[src/hdl/pidvdt_pkg.sv]
// types, widths and register codes of the variable interval pid controller
package pidvdt_pkg;

  localparam int GAIN_W    = 16;
  localparam int TIME_W    = 32;
  localparam int VAL_W     = 16;
  localparam int ERR_W     = VAL_W + 1;
  localparam int DIFF_W    = ERR_W + 1;
  localparam int INTEG_W   = 48;
  localparam int ACC_W     = 64;
  localparam int DRIVE_W   = 32;
  localparam int MPLIER_W  = TIME_W + 1;
  localparam int STEP_W    = $clog2(MPLIER_W + 1);
  localparam int QUO_W     = DIFF_W - 1;
  localparam int CFG_IDX_W = 2;

  localparam int GAIN_FRAC_BITS = 8;

  localparam logic [CFG_IDX_W-1:0] REG_GAIN_P = 2'd0;
  localparam logic [CFG_IDX_W-1:0] REG_GAIN_I = 2'd1;
  localparam logic [CFG_IDX_W-1:0] REG_GAIN_D = 2'd2;

  typedef struct packed {
    logic        [TIME_W-1:0] timestamp_ms;
    logic signed [VAL_W-1:0]  measurement;
    logic signed [VAL_W-1:0]  target;
  } sample_t;

  typedef struct packed {
    logic signed [DRIVE_W-1:0] drive;
    logic                      zero_interval;
    logic                      saturated;
  } result_t;

  typedef struct packed {
    logic                    start;
    logic                    load;
    logic [STEP_W-1:0]       steps;
    logic [MPLIER_W-1:0]     mplier;
    logic signed [ACC_W-1:0] mcand;
    logic signed [ACC_W-1:0] init;
  } mul_cmd_t;

  typedef struct packed {
    logic                    done;
    logic signed [ACC_W-1:0] acc;
  } mul_sts_t;

endpackage

[src/hdl/pidvdt_smul.sv]
// bit-serial shift-add multiply-accumulate unit, top multiplier bit weighted negative
module pidvdt_smul (
  input  logic                 clk,
  input  logic                 rst,
  input  pidvdt_pkg::mul_cmd_t cmd,
  output pidvdt_pkg::mul_sts_t sts
);
  import pidvdt_pkg::*;

  logic signed [ACC_W-1:0] acc;
  logic signed [ACC_W-1:0] mcand;
  logic [MPLIER_W-1:0]     mplier;
  logic [STEP_W-1:0]       count;
  logic                    busy;
  logic                    done;

  always_ff @(posedge clk) begin
    if (rst) begin
      busy  <= 1'b0;
      done  <= 1'b0;
      count <= '0;
    end else begin
      done <= 1'b0;
      if (cmd.start) begin
        if (cmd.load) begin
          acc <= cmd.init;
        end
        mcand  <= cmd.mcand;
        mplier <= cmd.mplier;
        count  <= cmd.steps;
        busy   <= 1'b1;
      end else if (busy) begin
        // last step carries the sign weight of the multiplier
        if (mplier[0]) begin
          if (count == STEP_W'(1)) begin
            acc <= acc - mcand;
          end else begin
            acc <= acc + mcand;
          end
        end
        mcand  <= mcand <<< 1;
        mplier <= mplier >> 1;
        count  <= count - STEP_W'(1);
        if (count == STEP_W'(1)) begin
          busy <= 1'b0;
          done <= 1'b1;
        end
      end
    end
  end

  assign sts.done = done;
  assign sts.acc  = acc;

endmodule

[src/hdl/pidvdt_sdiv.sv]
// restoring bit-serial divider, one quotient bit a cycle
module pidvdt_sdiv (
  input  logic                          clk,
  input  logic                          rst,
  input  logic                          start,
  input  logic [pidvdt_pkg::QUO_W-1:0]  dividend,
  input  logic [pidvdt_pkg::TIME_W-1:0] divisor,
  output logic [pidvdt_pkg::QUO_W-1:0]  quotient
);
  import pidvdt_pkg::*;

  localparam int CNT_W = $clog2(QUO_W + 1);

  logic [TIME_W-1:0] rem;
  logic [TIME_W-1:0] dvs;
  logic [QUO_W-1:0]  dq;
  logic [CNT_W-1:0]  count;
  logic              busy;

  logic [TIME_W:0]   shifted;
  logic [TIME_W:0]   trial;
  logic              fits;

  assign shifted = {rem, dq[QUO_W-1]};
  assign fits    = shifted >= {1'b0, dvs};
  assign trial   = shifted - {1'b0, dvs};

  always_ff @(posedge clk) begin
    if (rst) begin
      busy  <= 1'b0;
      count <= '0;
    end else if (start) begin
      rem   <= '0;
      dvs   <= divisor;
      dq    <= dividend;
      count <= CNT_W'(QUO_W);
      busy  <= 1'b1;
    end else if (busy) begin
      // dividend bits leave at the top while quotient bits enter at the bottom
      rem   <= fits ? trial[TIME_W-1:0] : shifted[TIME_W-1:0];
      dq    <= {dq[QUO_W-2:0], fits};
      count <= count - CNT_W'(1);
      if (count == CNT_W'(1)) begin
        busy <= 1'b0;
      end
    end
  end

  assign quotient = dq;

endmodule

[src/hdl/pid_controller_variable_dt.sv]
// top level of the parallel-form pid controller with variable sample interval
// a sample runs states int, prop, intg, deriv and out to its registered result;
// a new sample waits until idle, held by output stalls and the bit-serial multiplier
//   (33 steps for error times interval, then 16 steps for each gain product)
// reset clears gains, previous time, previous error, integral and the handshakes
module pid_controller_variable_dt (
  input  logic                             clk,
  input  logic                             rst,
  input  logic                             sample_valid,
  output logic                             sample_stall,
  input  pidvdt_pkg::sample_t              sample,
  output logic                             result_valid,
  input  logic                             result_stall,
  output pidvdt_pkg::result_t              result,
  input  logic                             write_enable,
  input  logic [pidvdt_pkg::CFG_IDX_W-1:0] write_index,
  input  logic [pidvdt_pkg::GAIN_W-1:0]    write_data
);
  import pidvdt_pkg::*;

  // sequencer states
  localparam logic [2:0] ST_IDLE  = 3'd0;  // waiting for a sample
  localparam logic [2:0] ST_INT   = 3'd1;  // integral plus error times interval
  localparam logic [2:0] ST_PROP  = 3'd2;  // proportional product
  localparam logic [2:0] ST_INTG  = 3'd3;  // integral product
  localparam logic [2:0] ST_DERIV = 3'd4;  // derivative product
  localparam logic [2:0] ST_OUT   = 3'd5;  // hand result to the output register

  localparam logic signed [INTEG_W-1:0] INTEG_MAX = {1'b0, {(INTEG_W-1){1'b1}}};
  localparam logic signed [INTEG_W-1:0] INTEG_MIN = {1'b1, {(INTEG_W-1){1'b0}}};
  localparam logic signed [DRIVE_W-1:0] DRIVE_MAX = {1'b0, {(DRIVE_W-1){1'b1}}};
  localparam logic signed [DRIVE_W-1:0] DRIVE_MIN = {1'b1, {(DRIVE_W-1){1'b0}}};

  logic [2:0] state;

  // gains, signed with GAIN_FRAC_BITS fraction bits
  logic signed [GAIN_W-1:0]  gain_p;
  logic signed [GAIN_W-1:0]  gain_i;
  logic signed [GAIN_W-1:0]  gain_d;

  // controller state carried from sample to sample
  logic [TIME_W-1:0]         previous_time;
  logic signed [INTEG_W-1:0] error_integral;
  logic signed [ERR_W-1:0]   previous_error;

  // per-sample working registers
  logic signed [ERR_W-1:0]   err;
  logic                      diff_neg;
  logic                      zero;
  logic                      sat;

  logic                      accept;
  logic [TIME_W-1:0]         elapsed_now;
  logic signed [ERR_W-1:0]   err_now;
  logic signed [DIFF_W-1:0]  diff_now;
  logic [DIFF_W-1:0]         diff_mag;
  logic [QUO_W-1:0]          quo;
  logic signed [DIFF_W-1:0]  deriv;

  mul_cmd_t                  mul_cmd;
  mul_sts_t                  mul_sts;

  logic                      sum_ovf;
  logic signed [INTEG_W-1:0] sum_sat;
  logic signed [ACC_W-1:0]   acc_shifted;
  logic                      drive_ovf;
  logic signed [DRIVE_W-1:0] drive_sat;

  assign sample_stall = (state != ST_IDLE);
  assign accept       = sample_valid && !sample_stall;

  // front end: interval, error and change of error, all in the accept cycle
  assign elapsed_now = sample.timestamp_ms - previous_time;
  assign err_now     = ERR_W'(sample.target) - ERR_W'(sample.measurement);
  assign diff_now    = DIFF_W'(err_now) - DIFF_W'(previous_error);
  assign diff_mag    = diff_now[DIFF_W-1] ? DIFF_W'(-diff_now) : DIFF_W'(diff_now);

  // magnitude division runs alongside the first multiply and is long done by its end
  pidvdt_sdiv u_sdiv (
    .clk      (clk),
    .rst      (rst),
    .start    (accept),
    .dividend (diff_mag[QUO_W-1:0]),
    .divisor  (elapsed_now),
    .quotient (quo)
  );

  // truncation toward zero: divide magnitudes, then restore the sign
  always_comb begin
    if (zero) begin
      deriv = '0;
    end else if (diff_neg) begin
      deriv = -$signed({1'b0, quo});
    end else begin
      deriv = $signed({1'b0, quo});
    end
  end

  pidvdt_smul u_smul (
    .clk (clk),
    .rst (rst),
    .cmd (mul_cmd),
    .sts (mul_sts)
  );

  // integral clamp on the accumulated sum
  assign sum_ovf = mul_sts.acc[ACC_W-1:INTEG_W-1] != {(ACC_W-INTEG_W+1){mul_sts.acc[INTEG_W-1]}};
  assign sum_sat = sum_ovf ? (mul_sts.acc[ACC_W-1] ? INTEG_MIN : INTEG_MAX)
                           : mul_sts.acc[INTEG_W-1:0];

  // floor shift by the gain fraction bits, then clamp to the drive range
  assign acc_shifted = mul_sts.acc >>> GAIN_FRAC_BITS;
  assign drive_ovf   = acc_shifted[ACC_W-1:DRIVE_W-1] !=
                       {(ACC_W-DRIVE_W+1){acc_shifted[DRIVE_W-1]}};
  assign drive_sat   = drive_ovf ? (acc_shifted[ACC_W-1] ? DRIVE_MIN : DRIVE_MAX)
                                 : acc_shifted[DRIVE_W-1:0];

  // multiplier commands, one per product, issued on entry to each state
  always_comb begin
    mul_cmd = '0;
    unique case (state)
      ST_IDLE: begin
        if (accept) begin
          // integral + error * interval, interval taken as a positive 33-bit value
          mul_cmd.start  = 1'b1;
          mul_cmd.load   = 1'b1;
          mul_cmd.steps  = STEP_W'(MPLIER_W);
          mul_cmd.mplier = {1'b0, elapsed_now};
          mul_cmd.mcand  = ACC_W'(err_now);
          mul_cmd.init   = ACC_W'(error_integral);
        end
      end
      ST_INT: begin
        if (mul_sts.done) begin
          mul_cmd.start  = 1'b1;
          mul_cmd.load   = 1'b1;
          mul_cmd.steps  = STEP_W'(GAIN_W);
          mul_cmd.mplier = MPLIER_W'(gain_p);
          mul_cmd.mcand  = ACC_W'(err);
          mul_cmd.init   = '0;
        end
      end
      ST_PROP: begin
        if (mul_sts.done) begin
          mul_cmd.start  = 1'b1;
          mul_cmd.steps  = STEP_W'(GAIN_W);
          mul_cmd.mplier = MPLIER_W'(gain_i);
          mul_cmd.mcand  = ACC_W'(error_integral);
        end
      end
      ST_INTG: begin
        if (mul_sts.done) begin
          mul_cmd.start  = 1'b1;
          mul_cmd.steps  = STEP_W'(GAIN_W);
          mul_cmd.mplier = MPLIER_W'(gain_d);
          mul_cmd.mcand  = ACC_W'(deriv);
        end
      end
      default: begin
        mul_cmd = '0;
      end
    endcase
  end

  always_ff @(posedge clk) begin
    if (rst) begin
      state          <= ST_IDLE;
      gain_p         <= '0;
      gain_i         <= '0;
      gain_d         <= '0;
      previous_time  <= '0;
      error_integral <= '0;
      previous_error <= '0;
      result_valid   <= 1'b0;
    end else begin
      // gain writes must only arrive while idle, unchecked; spare index is dropped
      if (write_enable) begin
        unique case (write_index)
          REG_GAIN_P: gain_p <= write_data;
          REG_GAIN_I: gain_i <= write_data;
          REG_GAIN_D: gain_d <= write_data;
          default: begin
          end
        endcase
      end

      // output transaction taken, unless a new result replaces it this cycle
      if (result_valid && !result_stall && state != ST_OUT) begin
        result_valid <= 1'b0;
      end

      unique case (state)
        ST_IDLE: begin
          if (accept) begin
            err            <= err_now;
            diff_neg       <= diff_now[DIFF_W-1];
            zero           <= (elapsed_now == '0);
            sat            <= 1'b0;
            previous_time  <= sample.timestamp_ms;
            previous_error <= err_now;
            state          <= ST_INT;
          end
        end
        ST_INT: begin
          if (mul_sts.done) begin
            error_integral <= sum_sat;
            sat            <= sum_ovf;
            state          <= ST_PROP;
          end
        end
        ST_PROP: begin
          if (mul_sts.done) begin
            state <= ST_INTG;
          end
        end
        ST_INTG: begin
          if (mul_sts.done) begin
            state <= ST_DERIV;
          end
        end
        ST_DERIV: begin
          if (mul_sts.done) begin
            state <= ST_OUT;
          end
        end
        ST_OUT: begin
          // wait for room in the output register
          if (!result_valid || !result_stall) begin
            result.drive         <= drive_sat;
            result.zero_interval <= zero;
            result.saturated     <= sat | drive_ovf;
            result_valid         <= 1'b1;
            state                <= ST_IDLE;
          end
        end
        default: begin
          state <= ST_IDLE;
        end
      endcase
    end
  end

endmodule

[config.mk]
export PLATFORM = sky130hd
export DESIGN_NAME = pid_controller_variable_dt
export DESIGN_NICKNAME = d
export VERILOG_FILES = /design/src/hdl/pidvdt_pkg.sv /design/src/hdl/pidvdt_smul.sv /design/src/hdl/pidvdt_sdiv.sv /design/src/hdl/pid_controller_variable_dt.sv
export SDC_FILE = /design/constraint.sdc
export NUM_CORES = 1
export LEC_CHECK = 0
export BUFFER_PORTS_ARGS = -buffer_cell sky130_fd_sc_hd__clkbuf_2
export CAP_MARGIN = 10
export CORE_AREA = 2 2 215 217
export CTS_CLUSTER_DIAMETER = 40
export DETAILED_ROUTE_END_ITERATION = 12
export DIE_AREA = 0 0 217 219
export GPL_ROUTABILITY_DRIVEN = 0
export PLACE_DENSITY = 0.82
export SLEW_MARGIN = 10
export SYNTH_ARGS = -nofsm -noshare
export SYNTH_HDL_FRONTEND = slang
export SYNTH_SLANG_ARGS = --single-unit
[constraint.sdc]
create_clock -name clk -period 10.3 [get_ports clk]
set_clock_uncertainty 0.05 [all_clocks]
set_input_delay 0.515 -clock clk [delete_from_list [all_inputs] [get_ports clk]]
set_output_delay 0.515 -clock clk [all_outputs]
set_load 0.03 [all_outputs]
# Word-level counts from Yosys, hierarchy flattened
# Cells that the tools add are included.
# op_classes
mux,53
shifts,0
add_sub_neg,10
n_div,0
bitwise_logic,3
mul,0
n_reduce_logical,31
magnitude_cmp,1
eq_ne,19
# op_table
op,n
two-way mux 64 bit,7
case mux 103 bit (4 select lines),1
two-way mux 169 bit,2
two-way mux 102 bit,2
two-way mux 32 bit,4
case mux 64 bit (2 select lines),1
two-way mux 48 bit,2
two-way mux 33 bit,2
adder 64 bit,1
subtractor 32 bit,2
subtractor 64 bit,1
two-way mux 17 bit,3
two-way mux 18 bit,2
greater-or-equal comparator 33 x 32 -> 1 bit,1
logical NOT 32 bit,1
!= test 32 bit,1
two-way mux 3 bit,6
negation 17 -> 18 bit,1
case mux 3 bit (6 select lines),1
subtractor 17 x 17 -> 18 bit,1
negation 17 bit,1
subtractor 16 x 16 -> 17 bit,1
!= test 16 bit,1
AND reduction 2 bit,8
31 further kinds,64
# word_totals
ram_bits,0
in_bits,87
wordCells,144
latchBits,0
out_inout_bits,36
register_bits,459
mem_count,0
rom_bits,0

# Depth between registers and ports, before layout
# Gate-level depths: netlist of the first run.
# depth
ltp_word,7
depth_mapped,25
ltp_nobuf,24

# By module
# Synthesis of the first run repeated with hierarchy kept, for this count alone.
# hier_totals
cells_unflattened,3475
area_unflattened_um2,30745.7
# by_module_without_submodules
module,cells_each,area_per_inst_um2,seq_area_each_um2,instances
pid_controller_variable_dt,1737,13058.8,4604.4,1
pidvdt_smul,1252,12315.6,4994.8,1
pidvdt_sdiv,486,5371.4,2552.4,1

# Worst setup path after synthesis of the first run
# Ideal clock, no wire load.
# synth_path
path_type,reg2reg
startpoint,reg u_smul.mcand[25]
endpoint,reg u_smul.acc[52] (data pin)
path_slack_ns,5.209
path_stages_with_launch,20
required_ns,9.983
period_less_slack_ns,5.091
setup_time_ns,0.267
arrival_ns,4.775
path_buffers,1
cell_sequence,edfxtp_1 > or4_1 > nor4_1 > or3b_2 > or2_2 > nor2_1 > a21oi_1 > xnor2_1 > ha_1 > clkbuf_1 > a21o_1 > a21o_1 > a21oi_1 > nand2_1 > or2_2 > o21ai_0 > o21ai_0 > a21boi_0 > xor2_1 > o21ai_0
# synth_between
elab_chain_len,5
elab_cells_between_ends,6
classes_between,2 x add/sub; 4 x mux
# synth_lines
element,line_no,text
from (decl),pidvdt_smul.sv:11,logic signed [ACC_W-1:0] mcand;
from (signal assigned),pidvdt_smul.sv:28,mcand <= cmd.mcand;
from (signal assigned),pidvdt_smul.sv:41,mcand <= mcand <<< 1;
adder 64 bit / subtractor 64 bit (equally long branches),"pidvdt_smul.sv:38, pidvdt_smul.sv:36",
two-way mux 64 bit *,pidvdt_smul.sv:35,if (count == STEP_W'(1)) begin
two-way mux 64 bit *,pidvdt_smul.sv:34,if (mplier[0]) begin
two-way mux 64 bit *,pidvdt_smul.sv:32,end else if (busy) begin
two-way mux 64 bit *,pidvdt_smul.sv:24,if (cmd.start) begin
to (signal assigned),pidvdt_smul.sv:26,acc <= cmd.init;
to (signal assigned),pidvdt_smul.sv:36,acc <= acc - mcand;
to (signal assigned),pidvdt_smul.sv:38,acc <= acc + mcand;
to (decl),pidvdt_smul.sv:10,logic signed [ACC_W-1:0] acc;
# Mark *: on every way between the ends. The rest lies on a longest branch, timed or not. The select of a mux whose other input is x is not followed.
# A chain may end at the register's enable or synchronous reset.

# Worst setup path after layout of the first run
# layout_path
startpoint,reg u_smul.mcand[13]
endpoint,reg u_smul.acc[52] (data pin)
# Same word-level chain as after synthesis.

==> results.yml, run 1 <==
die:
  die_x_um: 217
  dieArea_um2: 47500
  initial_utilization_pct: 64.2
  die_h_um: 219
  ioPinCount: 123
  rows: 78
  core_area_um2: 45100
yosys:
  ys_warn_count: 0
  synth_cell_types: 79
  synth_nets: 3540
  ys.flop_type: "edfxtp_1"
  ys_ff_latch: 459
  avgSynthCellArea_um2: 8.82
  yosysTopAreaCell: "edfxtp_1"
  async_flop_share_pct: 0
  seq_area_frac_synth_pct: 42.0
  synth.most_common_cell: "nand2_1"
  syn_inst: 3282
  syn_area_um2: 29000
  synth_top_area_share_pct: 30.7
  synthTopCellsByCount: "432 x nand2_1, 326 x a21oi_1, 296 x edfxtp_1"
  synth_area_leaders: "edfxtp_1 31%, dfxtp_1 11%, ha_1 7.2%, a21oi_1 5.6%, nand2_1 5.6%"
  synth-edff-count: 296
layout:
  diodes: 0
  layout-drive-gt1-share_pct: 9.68
  fin_area_um2: 32600
  finalNetCount: 3586
  area_delta_synth_final_pct: 12.4
cts:
  clockRootBuffer: "clkbuf_16"
  cts_resized: 0
  h-tree-depth: 3
  clk_latency_ps: 610
  cts_tree: "built"
  clock_sinks: 459
  path_clk_slew_ps: 60
  numCtsBuffers: 74
  post_cts_buffers: 0
  hold_buffers: 0
  clockBufferDepth: 3
routing:
  viasPerCell: 6.42
  wl_per_cell_um: 19.8
  drt_pass1_iterations: 6
  vias: 25603
  drc: 0
  drtAntennaViolNets: 0
  drt-initial-drc-count: 2610
  wl_mm: 78.9
pwr:
  p_per_area_nw_per_um2: 221
  power.static_leakage_nw: 13.1
  total_power_mw: 7.18
  irDropWorstVdd_uv: 219
critical_path:
  endpoint_kind: "register"
  regToRegStartpoint: "u_smul.mcand[13]$_DFFE_PP_"
  reg2reg_slack_ps: 4030
  worstPathRequired_ps: 10560
  cp.arrival_ps: 6530
  r2r_cells: 18
  crit_fanout: 9
  start_kind: "register"
  r2r-end: "u_smul.acc[52]$_DFFE_PP_"
  worstSetupPathType: "register to register"
worst_hold_path:
  worstHoldStart: "sample[58]"
  hold_end: "previous_time[26]$_SDFFE_PP0P_"
  hp-class: "primary input to register"
  holdPathStages: 3
sta:
  layout_setup_ws_ps: 4030
  finalCriticalPeriod_ps: 6270
  relSlewSlack_pct: 26.6
  finalSetupTns_ps: 0
  setup_viol: 0
  clock.fmax_mhz: 160
  hold_viol: 0
  slew_violations: 0
  rsz0062_at_grt: "no"
  final.period_utilization_pct: 60.8
  worstMarginPinSlew_ps: 1100
placement:
  pre_cts_ws_ps: 4330
  dp_hpwl_mm: 53.6
  dpl-instance-area_um2: 30000
  portBuffers: 122
grt:
  antenna_found_initial: 0
  grt_pass1_vias: 25396
  grt_pass1_wl_mm: 127
  grt_overflow: 0
  gr-usage-all-layers_pct: 33.0
  grt_max_degree: 108
job:
  drv_cap: 0
run_status:
  status: "complete, no violations"
layer usage:
metal	part of all wire, %	global-route usage, %
met1	38	39.1
met2	49	57.9
met3	8.0	5.41
met4	5.0	16.8
met5	0	0
worst max-delay path: stages, from the launching register on:
cell and delay (ps):
edfxtp_1 430, or4_1 600, nor4_1 450, nand4bb_1 430, or2_2 450, nor2_1 340
a21oi_1 140, xnor2_1 140, ha_1 410, a21o_1 210, a21o_1 170, a21oi_1 240
nand2_1 70, or2_2 280, o21ai_0 700, o21ai_0 330, a21boi_0 280, xor2_1 160
o21ai_0 90
through the flow:
step           hold slack, ps  std cells  utilization, %
2_1_floorplan             383       3282               -
3_3_place_gp              391       3852            66.5
3_5_place_dp              396       3852            66.5
4_1_cts                  76.7       3988            72.2
5_1_grt                  94.0       3988            72.2
6_report                 90.2       3988            72.2
sequential cells by signal, summed over array words and instances, names as in the netlist, 3 cells and up:
register         count
gain_p              16
previous_time       32
previous_error      17
u_smul.count         6
err                 17
error_integral      48
u_smul.mplier       33
result              34
gain_d              16
u_smul.mcand        64
state                3
u_sdiv.rem          32
u_smul.acc          64
u_sdiv.count         5
u_sdiv.quotient     17
gain_i              16
u_sdiv.dvs          32
how the worst max path moves through the flow:
| stage | startpoint | end | slack, ps | cells after the start |
|---|---|---|---|---|
| 5_1_grt | u_smul.mcand[25]$_DFFE_PP_ | u_smul.acc[52]$_DFFE_PP_ | 3770 | 18 |
| 3_5_place_dp | u_smul.mcand[13]$_DFFE_PP_ | u_smul.acc[52]$_DFFE_PP_ | 4330 | 18 |
| 6_report | u_smul.mcand[13]$_DFFE_PP_ | u_smul.acc[52]$_DFFE_PP_ | 4030 | 18 |
| 4_1_cts | u_smul.mcand[13]$_DFFE_PP_ | u_smul.acc[52]$_DFFE_PP_ | 4290 | 18 |
| 2_1_floorplan | u_smul.mcand[25]$_DFFE_PP_ | u_smul.acc[52]$_DFFE_PP_ | 5210 | 19 |
| 3_3_place_gp | u_smul.mcand[26]$_DFFE_PP_ | u_smul.acc[52]$_DFFE_PP_ | 4550 | 18 |
power by group:
part           total (mW)  switching, mW  internal [mW]
registers            2.35          0.134           2.22
clock network        2.58          0.974           1.60
logic                2.25           1.37          0.880
layout make-up:
class / instances / area (um^2)
Multi-Input combinational cell: 2473 / 15600
Timing Repair Buffer: 151 / 835
Tap cell: 600 / 751
Sequential cell: 459 / 12200
Inverter: 169 / 636
Fill cell: 3283 / 12500
Clock inverter: 51 / 603
Clock buffer: 85 / 1990
kinds of logic (layout without fill, tap and decap cells):
kind of cell / Yosys count / count (layout) / synth area share, %
simple gates: 1088 / 1088 / 17.0
mux: 48 / 48 / 1.67
xor+xnor: 241 / 241 / 7.29
flops: 459 / 459 / 42.0
buf+inv: 350 / 456 / 4.58
compound gates: 925 / 925 / 19.9
fa+ha+maj: 171 / 171 / 7.52
placed cells by master, fill, tap and decap left out, drive strengths merged, types with 136 or more instances in the layout:
cell type and count:
nand2 432, edfxtp 296, a21oi 326, xnor2 136, inv 189, dfxtp 163, clkbuf 206, o21ai 192
ha 166, nor2 263
Power figures use the tool's default switching activity.
==> run 2: changes to the inputs <==
--- a/config.mk
+++ b/config.mk
@@ -5,14 +5,15 @@
 export SDC_FILE = /design/constraint.sdc
 export NUM_CORES = 1
 export LEC_CHECK = 0
+export ABC_AREA = 1
 export BUFFER_PORTS_ARGS = -buffer_cell sky130_fd_sc_hd__clkbuf_2
 export CAP_MARGIN = 10
-export CORE_AREA = 2 2 215 217
+export CORE_AREA = 2 2 241 243
 export CTS_CLUSTER_DIAMETER = 40
 export DETAILED_ROUTE_END_ITERATION = 12
-export DIE_AREA = 0 0 217 219
+export DIE_AREA = 0 0 243 245
 export GPL_ROUTABILITY_DRIVEN = 0
-export PLACE_DENSITY = 0.82
+export PLACE_DENSITY = 0.77
 export SLEW_MARGIN = 10
 export SYNTH_ARGS = -nofsm -noshare
 export SYNTH_HDL_FRONTEND = slang
==> constraint.sdc (replaced) <==
create_clock -name clk -period 5.5 [get_ports clk]
set_clock_uncertainty 0.05 [all_clocks]
set_input_delay 0.275 -clock clk [delete_from_list [all_inputs] [get_ports clk]]
set_output_delay 0.275 -clock clk [all_outputs]
set_load 0.03 [all_outputs]
==> run 2 against run 1 <==
The flow now finishes with violations (DRC). Wire length is 31% higher. Sequential share of layout area is 4.1 points lower. Non-clock buffer count is 46 higher. Area after synthesis is 11% higher. Maximum frequency is 26% higher. Via count is 25% higher. Register-to-register slack worse by 3500 ps. Critical endpoint is now u_smul.acc[57]$_DFFE_PP_. Largest cell class unchanged.
==> results.yml, run 2 <==
die:
  rows: 88
  initial_utilization_pct: 56.4
  die_h_um: 245
  die_x_um: 243
  dieArea_um2: 59500
  ioPinCount: 123
  core_area_um2: 57000
yosys:
  synth_area_leaders: "edfxtp_1 28%, nand2_1 14%, dfxtp_1 10%, inv_1 7.0%, ha_1 6.5%"
  synth_top_area_share_pct: 27.6
  ys.flop_type: "edfxtp_1"
  synth_cell_types: 62
  avgSynthCellArea_um2: 7.10
  ys_ff_latch: 459
  synthMuxAreaShare_pct: 0
  synth.most_common_cell: "nand2_1"
  yosysTopAreaCell: "edfxtp_1"
  seq_area_frac_synth_pct: 37.8
  synth_top_family_by_area: "simple AND/OR/NAND/NOR gates"
  synth-xor-area-share_pct: 3.51
  synth-compound-area-share_pct: 15.1
  ys_warn_count: 0
  synth_nets: 4786
  synth-edff-count: 296
  synthTopCellsByCount: "1,172 x nand2_1, 601 x inv_1, 527 x nor2_1"
  async_flop_share_pct: 0
  synthAdderAreaFrac_pct: 6.77
  syn_area_um2: 32200
  yosys.area_share.simple_pct: 27.8
  syn_inst: 4528
worst_hold_path:
  worstHoldStart: "sample[16]"
  hp-class: "primary input to register"
routing:
  wl_mm: 103
  drtAntennaViolNets: 0
  drt_pass1_iterations: 13
  viasPerCell: 5.80
  vias: 31924
  drt-initial-drc-count: 3633
  wl_per_cell_um: 18.8
  drc: 2
cts:
  clk_latency_ps: 640
  clock_sinks: 459
  h-tree-depth: 3
  hold_buffers: 49
  cts_tree: "built"
  clockRootBuffer: "clkbuf_16"
  post_cts_buffers: 0
  path_clk_slew_ps: 60
  clockBufferDepth: 3
  numCtsBuffers: 75
  cts_resized: 0
grt:
  antenna_found_initial: 2
  grt_max_degree: 83
  grt_pass1_vias: 30322
  grt_pass1_wl_mm: 161
  gr-usage-all-layers_pct: 34.1
  grt_overflow: 0
critical_path:
  worstPathRequired_ps: 5790
  regToRegStartpoint: "u_smul.mcand[0]$_SDFFCE_PN0P_"
  crit_fanout: 5
  endpoint_kind: "register"
  cp.arrival_ps: 5270
  crit_start: "u_smul.mcand[0]$_SDFFCE_PN0P_"
  start_kind: "register"
  worstSetupPathType: "register to register"
layout:
  layout_commonest_cell: "nand2_1"
  layout-drive-gt1-share_pct: 7.58
  fin_area_um2: 36600
  area_delta_synth_final_pct: 13.7
  layout_common_cells: "1,172 x nand2_1, 599 x inv_1, 525 x nor2_1"
  finalNetCount: 4930
  diodes: 0
  reg_top3: "u_smul.acc (64), u_smul.mcand (64), error_integral (48)"
pwr:
  p_seq_share_pct: 25.4
  irDropWorstVdd_uv: 423
  p_switching_mw: 10.7
  p_per_area_nw_per_um2: 612
  power.static_leakage_nw: 16.1
  p_int_mw: 11.7
  clock_power_share_pct: 21.9
  switching_share_pct: 47.8
  power_frac_comb_pct: 52.7
sta:
  final.period_utilization_pct: 90.5
  clock.fmax_mhz: 201
  setup_viol: 0
  finalCriticalPeriod_ps: 4980
  slew_violations: 0
  rsz0062_at_grt: "no"
  worstMarginPinSlew_ps: 1140
  finalSetupTns_ps: 0
  hold_viol: 0
  relSlewSlack_pct: 23.7
placement:
  dpl-instance-area_um2: 33400
  portBuffers: 122
  dp_hpwl_mm: 75.9
run_status:
  violations: "DRC"
  status: "complete, but fails checks"
job:
  drv_cap: 0
## run 2: changes by cell type after synthesis, sizes merged, moves of 94 or more
cell / change
a21o: -110
clkbuf: -94
inv: +442
nand2: +748
nand3: +158
nor2: +274
o21ai: +192
xnor2: -99
## run 2: worst max-delay path, cell delays in order, from the launching register on
cell and delay [ps]:
edfxtp_1 410, inv_1 130, ha_1 200, nand3_1 220
nor2_1 320, nand2_1 120, nor3_2 220, nand2_1 210
nor4b_2 500, a21oi_1 170, xor2_1 340, ha_1 360
a21oi_1 220, o21ai_0 110, inv_1 90, o21ai_0 150
a21oi_1 390, nor2_1 80, nor2_1 160, nand3b_1 100
nand3_1 90, nand2_1 60
## run 2: layout make-up
class / count / area [um^2]
repair buffers: 197 / 1310
fillers: 5081 / 20500
clock inverters: 54 / 706
well taps: 765 / 957
flip-flops and latches: 459 / 12200
multi-input cells: 3328 / 17200
clock buffers: 86 / 1970
inverters: 611 / 2300
## run 2: metrics by stage
step / cells / hold slack (ps) / total power [mW] / setup WS [ps] / util [%]
2_1_floorplan: 4528 / 338 / 13.8 / 184 / -
4_1_cts: 5500 / 84.7 / 22.0 / 772 / 64.1
3_3_place_gp: 5311 / 383 / 16.8 / 804 / 58.6
3_5_place_dp: 5311 / 392 / 17.0 / 786 / 58.6
5_1_grt: 5500 / 113 / 23.8 / 342 / 64.1
6_report: 5500 / 110 / 22.4 / 520 / 64.1
## run 2: kinds of logic (layout without fill, tap and decap cells)
family,after synthesis,after routing
AND/OR/NAND/NOR,2147,2147
adder cells (fa/ha/maj),171,171
buffers and inverters,741,948
flip-flops,459,459
AO/OA/AOI/OAI,881,881
XOR/XNOR,129,129
## run 2: path summary, 6_finish.rpt
| check | end | slack [ps] | cells after the start |
|---|---|---|---|
| worst min register to register | gain_d[11]$_SDFFE_PP0P_ | 400 | 2 |
| worst max-delay path | u_smul.acc[57]$_DFFE_PP_ | 520 | 21 |
| worst max register to register | u_smul.acc[57]$_DFFE_PP_ | 520 | 21 |
| worst min-delay path | err[0]$_DFFE_PP_ | 110 | 3 |
## run 2: power groups by stage
stage | Clock (mW) | Sequential [mW] | Combinational [mW]
detailed placement | 0 | 5.70 | 11.3
global placement | 0 | 5.68 | 11.1
CTS | 4.93 | 5.64 | 11.4
floorplan | 0 | 5.48 | 8.28
global route | 5.09 | 5.73 | 13.0
finish | 4.91 | 5.67 | 11.8
## run 2: per-layer routing
layer | GRT usage, % | share of wire [%]
met1 | 41.6 | 38
met2 | 55.9 | 45
met3 | 7.03 | 9.7
met4 | 20.0 | 6.6
met5 | 0 | 0.023
